## src/rtl/crcdf_pkg.sv

```systemverilog
// ----------------------------------------------------------------------------
// crcdf_pkg
// Shared constants and types of the CRC-checked measurement deframer.
// ----------------------------------------------------------------------------
package crcdf_pkg;

  localparam logic [7:0] CRC_INIT = 8'hFF;
  localparam logic [7:0] CRC_POLY = 8'h31;

  localparam int unsigned POS_W = 5;
  localparam logic [POS_W-1:0] FRAME_LAST = 5'd17;
  localparam logic [POS_W-1:0] WORD1_FIRST = 5'd6;
  localparam logic [POS_W-1:0] WORD2_FIRST = 5'd12;

  // Position of a byte inside its three-byte group.
  localparam logic [1:0] SLOT_DATA0 = 2'd0;
  localparam logic [1:0] SLOT_DATA1 = 2'd1;
  localparam logic [1:0] SLOT_CRC   = 2'd2;

  localparam int unsigned WORD_W = 32;

  typedef struct packed {
    logic              valid;
    logic              crc_error;
    logic [WORD_W-1:0] humidity_bits;
    logic [WORD_W-1:0] temperature_bits;
    logic [WORD_W-1:0] co2_bits;
  } result_t;

endpackage

```

## src/rtl/crcdf_crc8.sv

```systemverilog
// ----------------------------------------------------------------------------
// crcdf_crc8
// One-byte CRC-8 update, MSB first, eight shift steps unrolled.
// ----------------------------------------------------------------------------
module crcdf_crc8 (
  input  logic [7:0] crc_in,
  input  logic [7:0] data,
  output logic [7:0] crc_out
);

  always_comb begin
    logic [7:0] c;
    c = crc_in ^ data;
    for (int i = 0; i < 8; i++) begin
      if (c[7]) begin
        c = {c[6:0], 1'b0} ^ crcdf_pkg::CRC_POLY;
      end else begin
        c = {c[6:0], 1'b0};
      end
    end
    crc_out = c;
  end

endmodule

```

## src/rtl/crcdf_core.sv

```systemverilog
// ----------------------------------------------------------------------------
// crcdf_core
// Frame tracking, group CRC check, word assembly and held values.
// ----------------------------------------------------------------------------
module crcdf_core (
  input  logic                 clk,
  input  logic                 rst,
  input  logic                 fire,
  input  logic [7:0]           rx_byte,
  input  logic                 frame_start,
  output crcdf_pkg::result_t   res
);

  localparam int unsigned PW = crcdf_pkg::POS_W;
  localparam int unsigned WW = crcdf_pkg::WORD_W;

  logic [PW-1:0] byte_position, byte_position_next;
  logic [1:0]    slot, slot_next;
  logic [7:0]    running_crc, running_crc_next;
  logic [WW-1:0] co2_build, co2_build_next;
  logic [WW-1:0] temperature_build, temperature_build_next;
  logic [WW-1:0] humidity_build, humidity_build_next;
  logic          frame_bad, frame_bad_next;
  logic [WW-1:0] held_co2, held_co2_next;
  logic [WW-1:0] held_temperature, held_temperature_next;
  logic [WW-1:0] held_humidity, held_humidity_next;

  logic [PW-1:0] pos;
  logic [1:0]    cur_slot;
  logic [7:0]    crc_seed, crc_upd;
  logic          is_last;

  // A start flag, or a position past the frame, restarts at byte 0.
  always_comb begin
    if (frame_start || byte_position > crcdf_pkg::FRAME_LAST) begin
      pos      = '0;
      cur_slot = crcdf_pkg::SLOT_DATA0;
    end else begin
      pos      = byte_position;
      cur_slot = slot;
    end
  end

  assign crc_seed = (cur_slot == crcdf_pkg::SLOT_DATA0) ? crcdf_pkg::CRC_INIT : running_crc;

  crcdf_crc8 u_crc (
    .crc_in  (crc_seed),
    .data    (rx_byte),
    .crc_out (crc_upd)
  );

  assign is_last = (pos == crcdf_pkg::FRAME_LAST);

  always_comb begin
    co2_build_next         = co2_build;
    temperature_build_next = temperature_build;
    humidity_build_next    = humidity_build;
    frame_bad_next         = (pos == '0) ? 1'b0 : frame_bad;
    running_crc_next       = crcdf_pkg::CRC_INIT;
    held_co2_next          = held_co2;
    held_temperature_next  = held_temperature;
    held_humidity_next     = held_humidity;

    if (cur_slot == crcdf_pkg::SLOT_CRC) begin
      if (running_crc != rx_byte) begin
        frame_bad_next = 1'b1;
      end
    end else begin
      running_crc_next = crc_upd;
      priority if (pos < crcdf_pkg::WORD1_FIRST) begin
        co2_build_next = {co2_build[WW-9:0], rx_byte};
      end else if (pos < crcdf_pkg::WORD2_FIRST) begin
        temperature_build_next = {temperature_build[WW-9:0], rx_byte};
      end else begin
        humidity_build_next = {humidity_build[WW-9:0], rx_byte};
      end
    end

    if (is_last && !frame_bad_next) begin
      held_co2_next         = co2_build_next;
      held_temperature_next = temperature_build_next;
      held_humidity_next    = humidity_build_next;
    end

    if (is_last) begin
      byte_position_next = '0;
    end else begin
      byte_position_next = pos + 1'b1;
    end
    slot_next = (cur_slot == crcdf_pkg::SLOT_CRC) ? crcdf_pkg::SLOT_DATA0 : cur_slot + 1'b1;
  end

  always_comb begin
    res.valid            = fire && is_last;
    res.crc_error        = frame_bad_next;
    res.co2_bits         = held_co2_next;
    res.temperature_bits = held_temperature_next;
    res.humidity_bits    = held_humidity_next;
  end

  always_ff @(posedge clk) begin
    if (rst) begin
      byte_position     <= '0;
      slot              <= crcdf_pkg::SLOT_DATA0;
      running_crc       <= crcdf_pkg::CRC_INIT;
      co2_build         <= '0;
      temperature_build <= '0;
      humidity_build    <= '0;
      frame_bad         <= 1'b0;
      held_co2          <= '0;
      held_temperature  <= '0;
      held_humidity     <= '0;
    end else if (fire) begin
      byte_position     <= byte_position_next;
      slot              <= slot_next;
      running_crc       <= running_crc_next;
      co2_build         <= co2_build_next;
      temperature_build <= temperature_build_next;
      humidity_build    <= humidity_build_next;
      frame_bad         <= frame_bad_next;
      held_co2          <= held_co2_next;
      held_temperature  <= held_temperature_next;
      held_humidity     <= held_humidity_next;
    end
  end

endmodule

```

## src/rtl/crc8_checked_measurement_deframer.sv

```systemverilog
// ----------------------------------------------------------------------------
// crc8_checked_measurement_deframer
// Checks and unpacks 18-byte measurement frames into three float words.
// ----------------------------------------------------------------------------
// Usage:
//   The input stream carries one frame byte per item; s_tuser[0] set forces
//   that byte to be frame byte 0. Each frame is six groups of two data bytes
//   and a CRC-8 byte (polynomial 0x31, seed 0xFF). After frame byte 17 one
//   item leaves on the output stream: CO2, temperature and humidity float
//   bits in m_tdata and the CRC error flag in m_tuser[0]. On a bad frame the
//   previously held words are repeated with the flag set.
//   Throughput is one byte per cycle while the receiver does not stall. A
//   byte passes an input register and the frame logic (CRC update, word
//   shift) and lands in the output register, from which a frame's result
//   leaves once its last byte has gone through the frame logic.
//   Reset clears the frame position and all held words to zero, sets the CRC
//   back to its seed and leaves both registers empty.
//   When the receiver stalls, the output register holds its item and the
//   frame logic waits; the input register then fills and s_tready drops.
// ----------------------------------------------------------------------------
module crc8_checked_measurement_deframer (
  input  logic        clk,
  input  logic        rst,
  input  logic        s_tvalid,
  output logic        s_tready,
  input  logic [7:0]  s_tdata,   // [7:0] rx_byte
  input  logic [0:0]  s_tuser,   // [0] frame_start
  output logic        m_tvalid,
  input  logic        m_tready,
  output logic [95:0] m_tdata,   // [31:0] co2_bits, [63:32] temperature_bits,
                                 // [95:64] humidity_bits
  output logic [0:0]  m_tuser    // [0] crc_error
);

  logic               in_valid;
  logic [7:0]         in_byte;
  logic               in_start;
  logic               fire;
  crcdf_pkg::result_t core_res;

  // The frame logic advances when the input register holds a byte and the output register can take a result.
  assign fire     = in_valid && (!m_tvalid || m_tready);
  assign s_tready = !in_valid || fire;

  always_ff @(posedge clk) begin
    if (rst) begin
      in_valid <= 1'b0;
    end else if (s_tready) begin
      in_valid <= s_tvalid;
    end
  end

  always_ff @(posedge clk) begin
    if (s_tvalid && s_tready) begin
      in_byte  <= s_tdata;
      in_start <= s_tuser[0];
    end
  end

  crcdf_core u_core (
    .clk         (clk),
    .rst         (rst),
    .fire        (fire),
    .rx_byte     (in_byte),
    .frame_start (in_start),
    .res         (core_res)
  );

  always_ff @(posedge clk) begin
    if (rst) begin
      m_tvalid <= 1'b0;
    end else if (!m_tvalid || m_tready) begin
      m_tvalid <= core_res.valid;
    end
  end

  always_ff @(posedge clk) begin
    if (core_res.valid) begin
      m_tdata    <= {core_res.humidity_bits, core_res.temperature_bits, core_res.co2_bits};
      m_tuser[0] <= core_res.crc_error;
    end
  end

  a_res_needs_fire: assert property (@(posedge clk) disable iff (rst)
    core_res.valid |-> fire)
    else $error("frame result produced without an advancing item");

  a_start_no_result: assert property (@(posedge clk) disable iff (rst)
    (fire && in_start) |-> !core_res.valid)
    else $error("frame start byte produced a result");

  a_no_overwrite: assert property (@(posedge clk) disable iff (rst)
    (m_tvalid && !m_tready) |-> !fire)
    else $error("frame logic advanced while output was stalled");

endmodule
```

## config.mk

```make
export PLATFORM = sky130hd
export DESIGN_NAME = crc8_checked_measurement_deframer
export DESIGN_NICKNAME = d
export VERILOG_FILES = /design/src/rtl/crcdf_pkg.sv /design/src/rtl/crcdf_crc8.sv /design/src/rtl/crcdf_core.sv /design/src/rtl/crc8_checked_measurement_deframer.sv
export SDC_FILE = /design/constraint.sdc
export NUM_CORES = 1
export LEC_CHECK = 0
export BUFFER_PORTS_ARGS = -buffer_cell sky130_fd_sc_hd__buf_2
export CAP_MARGIN = 10
export CORE_MARGIN = 3
export CORE_UTILIZATION = 53
export CTS_CLUSTER_SIZE = 28
export DETAILED_ROUTE_END_ITERATION = 10
export GPL_ROUTABILITY_DRIVEN = 0
export PLACE_DENSITY = 0.78
export SYNTH_ARGS = -nofsm -noshare
export SYNTH_HDL_FRONTEND = slang
export SYNTH_SLANG_ARGS = --single-unit
```

## constraint.sdc

```tcl
create_clock -name clk -period 13.9 [get_ports clk]
set_input_delay 1.39 -clock clk [delete_from_list [all_inputs] [get_ports clk]]
set_output_delay 1.39 -clock clk [all_outputs]
set_load 0.005 [all_outputs]
```

==> key figures <==
Worst setup path
  • Top Family by Delay on Critical Path: buffers and inverters
  • CP Capture Type: flip-flop
  • R2R depth: 9
  • Startpoint types: flip-flop
  • R2r endpoint: m_tdata[7]
  • Critical path data required time: 14.09 ns
  • Critical Path, Cell by Cell: o31a_1 -> nor2_1 -> nand2_1 -> inv_1 -> ha_1 -> nor3b_4 -> nand2_4 -> inv_4 -> buf_4
  • Critical path class: reg -> reg
  • Max incr delay on CP: 0.70 ns
  • R2R Setup Slk: 9.39 ns
  • Crit-path slowest cell: inv_4
  • Crit Path Max Fanout: 99
  • Critical path arrival: 4.70 ns
  • WP buf/inv: 3
  • RR Startpoint: u_core.byte_position[2]

Global routing
  • Gr usage total: 22.1%
  • Grt met2 use: 36.7%
  • Pin count of the biggest net entering global routing: 100
  • Number of global-route vias before repair: 9929
  • Initial antenna violation count: 0
  • Total grt overflow: 0
  • Busiest grt layer: met2
  • GR Util met3: 3.41%
  • First-pass GRT wire length: 52300 um
  • GR Util met1: 30.7%

Layout
  • Commonest non-fill, non-tap cells in the layout: dfxtp_1 (210), nand2_1 (207), mux2_2 (192)
  • Layout cell share with drive strength beyond 1: 29.3%
  • Area growth, synth to finish: 12.1%
  • Nets: 1310
  • FILL cells: 2014
  • Multi-input gate area: 0.00619 mm^2
  • Most common cell after layout, fill and taps aside: dfxtp_1
  • Register area: 0.00739 mm^2
  • Antenna Cells: 0

Pwr
  • Max VDD drop: 0.105 mV
  • Leakage power: 0.00728 uW
  • Pwr Density: 121 mW/mm^2
  • Pwr Total: 1900 uW

Floorplan
  • Die X: 169 um
  • Die area: 0.0285 mm^2
  • CORE AREA: 0.0256 mm^2
  • Initial core utilization: 54.8%
  • Die height: 169 um
  • Ports: 112
  • FP Rows: 58

Synth
  • Synth Area per Inst: 11.2 um^2
  • Seq cells post-synth: 316
  • Ys async rst share: 0%
  • Synth unique cells: 50
  • Syn Std Cell Area: 0.0140 mm^2
  • EDFF count, synth: 106
  • Syn_nets: 1271
  • Register area share after synthesis: 52.6%
  • Syn Inst Count: 1255
  • Yosys warning count: 0
  • Main synth FF type: dfxtp_1

Clock network
  • CTS Hold Bufs: 0
  • Root buffer cell: clkbuf_16
  • Clk slew on worst S/H paths: 0.06 ns
  • CTS Sinks: 316
  • Clock buffer depth: 3
  • CTS tree: done
  • Setup bufs post-CTS: 0
  • CTS buffer count: 31
  • Post_cts resized: 0
  • Worst-Skew Late Latency: 0.56 ns
  • H-tree depth: 1

Min path
  • HP Class: reg -> reg
  • Hold EP: u_core.co2_build[29]
  • Worst hold stages: 2
  • Hold_sp: u_core.co2_build[29]

STA
  • Final Cycle Share: 32.5%
  • Fin crit period: 4.51 ns
  • Clk_skew: 0.0112 ns
  • RSZ-0062 raised after global routing: false
  • Fmax: 0.222 GHz
  • Worst-margin pin slew: 1.11 ns
  • Final Hold Violating Endpoints: 0
  • # setup viols final: 0
  • Relative slew slack: 25.8%
  • Sum Neg Setup Slack: 0 ns
  • Count of pins over their slew limit: 0

Status
  • Status: completed

Drt
  • Via/cell ratio: 6.03
  • Routed wire per std cell: 19.1 um
  • DRT Pass-1 Iters: 5
  • Initial drt markers: 663
  • Routed vias: 9940
  • Post-route DRC: 0
  • ANT nets after route: 0
  • Total Wirelength: 31500 um

Placed design
  • DP HPWL: 18700 um
  • Port Buf Inserts: 111

Run
  • # Max-Cap Violations: 0
## layer usage
metal | vias up | wire [um] | share of wire, %
li1 | 4692 | - | -
met1 | 4940 | 14400 | 46
met2 | 256 | 14900 | 47
met3 | 52 | 1670 | 5.3
met4 | 0 | 597 | 1.9
met5 | - | 0 | 0
## state kept, by name (all words and copies together) (netlist names)
| register | count |
|---|---|
| m_tdata | 96 |
| u_core.co2_build | 32 |
| u_core.held_co2 | 32 |
| u_core.held_humidity | 32 |
| u_core.held_temperature | 32 |
| u_core.humidity_build | 32 |
| u_core.temperature_build | 32 |
| in_byte | 8 |
| u_core.running_crc | 8 |
| u_core.byte_position | 5 |
| u_core.slot | 2 |
| in_start | 1 |
| in_valid | 1 |
| m_tuser | 1 |
| m_tvalid | 1 |
| u_core.frame_bad | 1 |
## cells by family (layout without fill, tap and decap cells)
family	Yosys count	count (layout)	share of synthesized area [%]
and+or+nand+nor	353	353	12.9
DFF	316	316	52.6
muxes	192	192	15.4
buffers and inverters	124	188	3.69
xor gates and xnor gates	39	39	2.85
adders and majority gates	3	3	0.268
AOI/OAI and AO/OA	228	228	12.2
## synthesized netlist by cell type (all sizes together), types with 4 or more instances
library cell,count,area (um^2)
edfxtp,106,3180
nand3,4,20.0
nand2,208,788
inv,4,15.0
clkbuf,79,297
xnor2,24,210
or4,97,728
a21oi,106,531
a211oi,7,62.6
buf,41,206
xor2,11,96.3
nor2,11,41.3
dfxtp,210,4200
nand2b,4,25.0
mux2,192,2160
o211a,97,971
nor3,9,50.1
## stage by stage
step,cells,hold slack (ns),worst slack [ns],area [um^2],utilization [%]
final,1649,0.457,9.39,15700,61.4
after floorplan,1255,0.433,9.33,14000,-
after detailed placement,1591,0.448,9.05,14700,57.3
after global placement,1591,0.438,9.18,14700,57.3
after CTS,1649,0.456,9.42,15700,61.4
after global routing,1649,0.472,9.01,15700,61.4
## cell type report
cell class / count / share of cell area, %
Clock buffer: 40 / 5.60
Clock inverter: 18 / 1.10
Inverter: 4 / 0.111
Multi-Input combinational cell: 815 / 39.4
Sequential cell: 316 / 46.9
Tap cell: 330 / 2.62
Timing Repair Buffer: 126 / 4.26
## where the power goes
| part | switching [uW] | leakage [uW] | internal [uW] |
|---|---|---|---|
| combinational | 40.3 | 0.00388 | 31.4 |
| clock | 354 | 0.000526 | 502 |
| sequential | 17.1 | 0.00287 | 956 |
| total | 411 | 0.00728 | 1490 |
## worst register-to-register path, cell delays in order, from the launching register on
cell and delay [ns]:
dfxtp_1 0.42, o31a_1 0.46, nor2_1 0.39, nand2_1 0.16, inv_1 0.12, ha_1 0.16, nor3b_4 0.32, nand2_4 0.56
inv_4 0.80, buf_4 0.65
## how the worst max path moves through the flow
stage,start,end,cells after the start
global placement,m_tready,m_tdata[10],6
floorplan,m_tready,m_tdata[0],6
detailed placement,m_tready,m_tdata[7],6
global route,u_core.byte_position[2],m_tdata[8],9
CTS,u_core.byte_position[2],m_tdata[19],9
finish,u_core.byte_position[2],m_tdata[7],9
(Power assumes the default switching activity.)
